$ cat src/rtl/core/gmpc_ram.sv
// ---------------------------------------------------------------------------
// gmpc_ram
// Simple dual-port RAM with one write port and one registered read port.
// ---------------------------------------------------------------------------
module gmpc_ram #(
    parameter int WIDTH  = 8,
    parameter int DEPTH  = 128,
    parameter int ADDR_W = (DEPTH > 1) ? $clog2(DEPTH) : 1
) (
    input  logic              clk,
    input  logic              we,
    input  logic [ADDR_W-1:0] waddr,
    input  logic [WIDTH-1:0]  wdata,
    input  logic              re,
    input  logic [ADDR_W-1:0] raddr,
    output logic [WIDTH-1:0]  rdata
);

    logic [WIDTH-1:0] mem [DEPTH];
    logic [WIDTH-1:0] rdata_reg;

    always_ff @(posedge clk)
    begin
        if (we)
        begin
            mem[waddr] <= wdata;
        end
        if (re)
        begin
            rdata_reg <= mem[raddr];
        end
    end

    assign rdata = rdata_reg;

endmodule

$ cat config.mk
export PLATFORM = sky130hd
export DESIGN_NAME = gmpc_ram
export DESIGN_NICKNAME = d
export VERILOG_FILES = /design/src/rtl/core/gmpc_ram.sv
export SDC_FILE = /design/constraint.sdc
export NUM_CORES = 1
export LEC_CHECK = 0
export ABC_CLOCK_PERIOD_IN_PS = 3070
export BUFFER_PORTS_ARGS = -buffer_cell sky130_fd_sc_hd__buf_2
export CAP_MARGIN = 10
export CORE_MARGIN = 2
export CORE_UTILIZATION = 57
export DETAILED_ROUTE_END_ITERATION = 6
export GPL_TIMING_DRIVEN = 0
export PLACE_DENSITY = 0.76
export SYNTH_ARGS = -nofsm -noshare
export SYNTH_HDL_FRONTEND = slang
export SYNTH_SLANG_ARGS = --single-unit
$ cat constraint.sdc
create_clock -name clk -period 3.07 [get_ports clk]
set_input_delay 0.614 -clock clk [delete_from_list [all_inputs] [get_ports clk]]
set_output_delay 0.614 -clock clk [all_outputs]
set_load 0.005 [all_outputs]
==> summary by stage <==
Synthesis
The share of the Yosys chip area taken by registers is 78.0%. Of the total synthesized cell area, the portion taken by AND, OR, NAND and NOR gates is under 10%. edfxtp_1 takes more of the synthesized area than any other cell.

The synthesized-area fraction occupied by adder cells is 0%. In this run the biggest area consumer among cell types represents 78.0% of the synthesized area. When the netlist entered floorplanning its net count stood at 1660.

The synthesized area is 39700 um2. After synthesis, the netlist uses 16 different library cells. The post-synthesis async set-or-reset flop share is 0%. The synthesized netlist devotes 0% of its cell area to compound gates. The mux cell area share after synthesis is 19.3%.

The count of synthesis-stage warnings from yosys is 0. The number of synthesized flops with an enable pin is 1032. Sorting the synthesized cells by area gives the leading types as edfxtp_1 78%, mux4_2 19%, nor2_1 1.2%.

In this run, synthesis produced a sequential element count of 1032. Counting every instance in the synthesized netlist gives roughly 1600. Summing the areas of all xor and xnor instances in the mapped netlist gives 0% of the synthesized area. For this run, the leading register cell type out of synthesis is edfxtp_1. The mean cell area of the mapped netlist is 24.3 um2. The combinational family with the most area after synthesis is multiplexers.

Place
The count of buffers inserted at the top-level ports is 21. The congestion estimate from routability-driven global placement came to ~0.88. Prior to clock tree synthesis, the placed netlist has a worst setup slack of -1.13 ns. The detailed placer's ending HPWL is roughly 59000 um.

Worst setup path
In this design, the stage delay of the slowest critical-path cell is 0.58 ns. STA puts the critical path data arrival time at 3.44 ns. The signal on the critical path passes through clkbuf_2, clkbuf_1, mux4_2, mux4_2, mux4_2, mux2_2. The type of the worst setup path is input pin to flop. The critical path required time is about 3.5 ns. Counting stages on the worst path, the most repeated cell is mux4_2. STA classifies the critical path startpoint as an input pin. STA classifies the critical path endpoint as a flop. The highest-delay cell along the critical path is clkbuf_1. Of all nets on the critical path, the largest fanout is 10.

Route
In the routed layout, each cell is associated on average with a via count of between 6 and 7. After detailed routing, the total wire length is between 90000 and 100000 um. The number of iterations in the first detailed-routing pass is 7. The routed wire length on met3 is approximately 10000 um. The detailed-route wire length on metal 1 is roughly 35000 um. In the routed design, unresolved DRC markers number 1. The DRC marker count from the first detailed-route iteration is 2771.

In the final routed layout, each cell accounts on average for ~33 um. The detailed router placed 18700 vias in this run. Wire segments on met2 add up to 44000 um in the final route. Routed signal wires occupy layers up through met5. The post-detailed-route count of antenna-violating nets is 0.

Timing
The worst slew margin relative to its limit is 4.96%. The top achievable clock speed is 328 MHz. Setup repair after global routing left no endpoint under its margin.

Dividing the final minimum period by the clock period gives 99.5%. The number of slew-limit violations in the final report is 0. The shortest clock period the worst path allows after layout is between 3 and 4 ns.

The number of hold violations in the final report is 0. After layout, the worst setup slack is 0.0166 ns. The number of setup violations in the final report is 0. The measured slew at the worst slew-check pin is 1.43 ns. The accumulated negative setup slack is 0 ns. The setup clock skew after layout is roughly 0.025 ns.

Cells and area
The utilization after layout is 65.0%. The number of flip-flops in the largest register is 1024. Compared with the post-synthesis result, the final layout area differs by 12.6%. The final layout net count is 1802. Cells with a size suffix above 1 make up 31.1% of the layout.

CTS
The tree built by TritonCTS fans out to 1032 sinks. The count of cells resized by post-cts repair is 26. The later pin in the worst-skew pair is clocked with a latency of about 0.67 ns. TritonCTS built the clock tree. The root buffer cell chosen for the clock tree is clkbuf_16.

The post-CTS repair timing setup buffer count is 0. Hold repair after CTS inserted 0 buffers. The number of buffers created by CTS is 99. The H-tree generated during clock tree synthesis spans 3 levels. The clock input transition at the sequential cells of the worst setup and hold paths is 0.06 ns. In this run the deepest clock path goes through 3 buffers.

Global route
The initial antenna violation count came to 9. The via count of the first global-routing pass is 18700. Global routing finished with a remaining overflow of 0. The first global-routing pass estimated ~130000 um of wire. The all-layer global routing usage is 26.6%. Entering global routing, the biggest net connects 85 pins.

Pwr
The switching power of the nets is 0.00605 W. The portion of total power attributed to the clock network is 41.2%. The fraction of power consumed by sequential logic is 53.5%. IR analysis of the VDD net gives a maximum drop of ~0.53 mV.

In this run the static leakage power is 13.7 nW. Total power for the finished layout comes to 0.0291 W. The power per unit of standard cell area is 651 nW/um2. Per report_power, the combinational group accounts for ~5.3% of the total. The internal power of the cells is ~0.023 W. The fraction of power spent switching nets is 20.8%.

Status
The flow ran to the end, but the final reports show violations. The checks that failed: DRC.

Min path
In this run the worst hold path is classified as input pin to flop.

Floorplan
In this run the vertical extent of the chip is 268 um. The die is ~270 um wide. In this run the core area contains 96 standard-cell rows. The effective utilization at floorplan is between 50 and 60%. The die covers 71900 um2.

33 I/O pins were placed. The floorplan step defined a core boundary enclosing 68800 um2.

Flow run
Max-cap violations in this run came to 0.
## cell usage after synthesis (3+ instances only)
cell and n:
nor2b_1 7, edfxtp_1 1032, mux2_2 8, buf_1 18
clkbuf_1 44, nor3_1 9, buf_4 11, nor2_1 122
buf_2 15, nand2_1 14, nand4_1 3, mux4_2 336
nand3_1 12
## through the flow
stage	hold WS, ns	std cells	cell area [um2]
3_5_place_dp	0.973	2601	41500
6_report	0.321	2788	44700
2_1_floorplan	0.713	1635	39900
5_1_grt	0.309	2786	44700
3_3_place_gp	0.949	2587	41200
4_1_cts	0.296	2779	44700
## layout make-up
class	instances	area [um2]
antenna	3	7.51
clock inverter	63	612
clock buffer	115	2560
multi-input combinational	514	8350
tap	931	1160
fill	4236	24100
buffer	89	592
timing repair buffer	41	455
sequential	1032	31000
## layer usage
layer | track usage (%) | vias up
met4 | 9.23 | 10
met5 | 0.203 | -
met3 | 6.40 | 199
li1 | - | 7326
met1 | 38.1 | 9954
met2 | 41.0 | 1165
## kinds of logic (layout without fill, tap and decap cells)
family / count (synthesis) / in the layout
muxes: 344 / 344
other: 0 / 3
DFF: 1032 / 1032
buffers and inverters: 89 / 308
and+or+nand+nor: 170 / 170
## worst paths after layout
kind	from	end	slack [ns]	cells past startpoint
worst max-delay path	raddr[2]	rdata[5]	0.02	6
worst min register to register	mem[108][3]	rdata[3]	1.26	4
worst min-delay path	re	rdata[3]	0.32	1
worst max register to register	mem[5][7]	rdata[7]	0.42	4
## placed cells by master, fill, tap and decap left out, drive strengths merged
master,instances
clkdlybuf4s15,2
nor2,122
nand2,14
diode,3
edfxtp,1032
clkbuf,167
nand4,3
bufinv,11
nand2b,2
mux4,336
clkinvlp,2
nor3,9
nor2b,7
or3,1
clkdlybuf4s18,1
mux2,8
clkinv,46
inv,4
nand3,12
buf,75
## critical path, delay by kind of cell
kind	cells	cell delay, ns
buf+inv	2	0.96
mux	4	1.87
## power by group through the flow
stage                     logic (W)  clock network, W  registers [W]
after CTS                   0.00152            0.0121         0.0156
final                       0.00153            0.0120         0.0156
after global routing        0.00159            0.0126         0.0156
after global placement      0.00142                 0         0.0159
after floorplan            0.000810                 0         0.0159
after detailed placement    0.00151                 0         0.0159
Power figures use the tool's default switching activity.
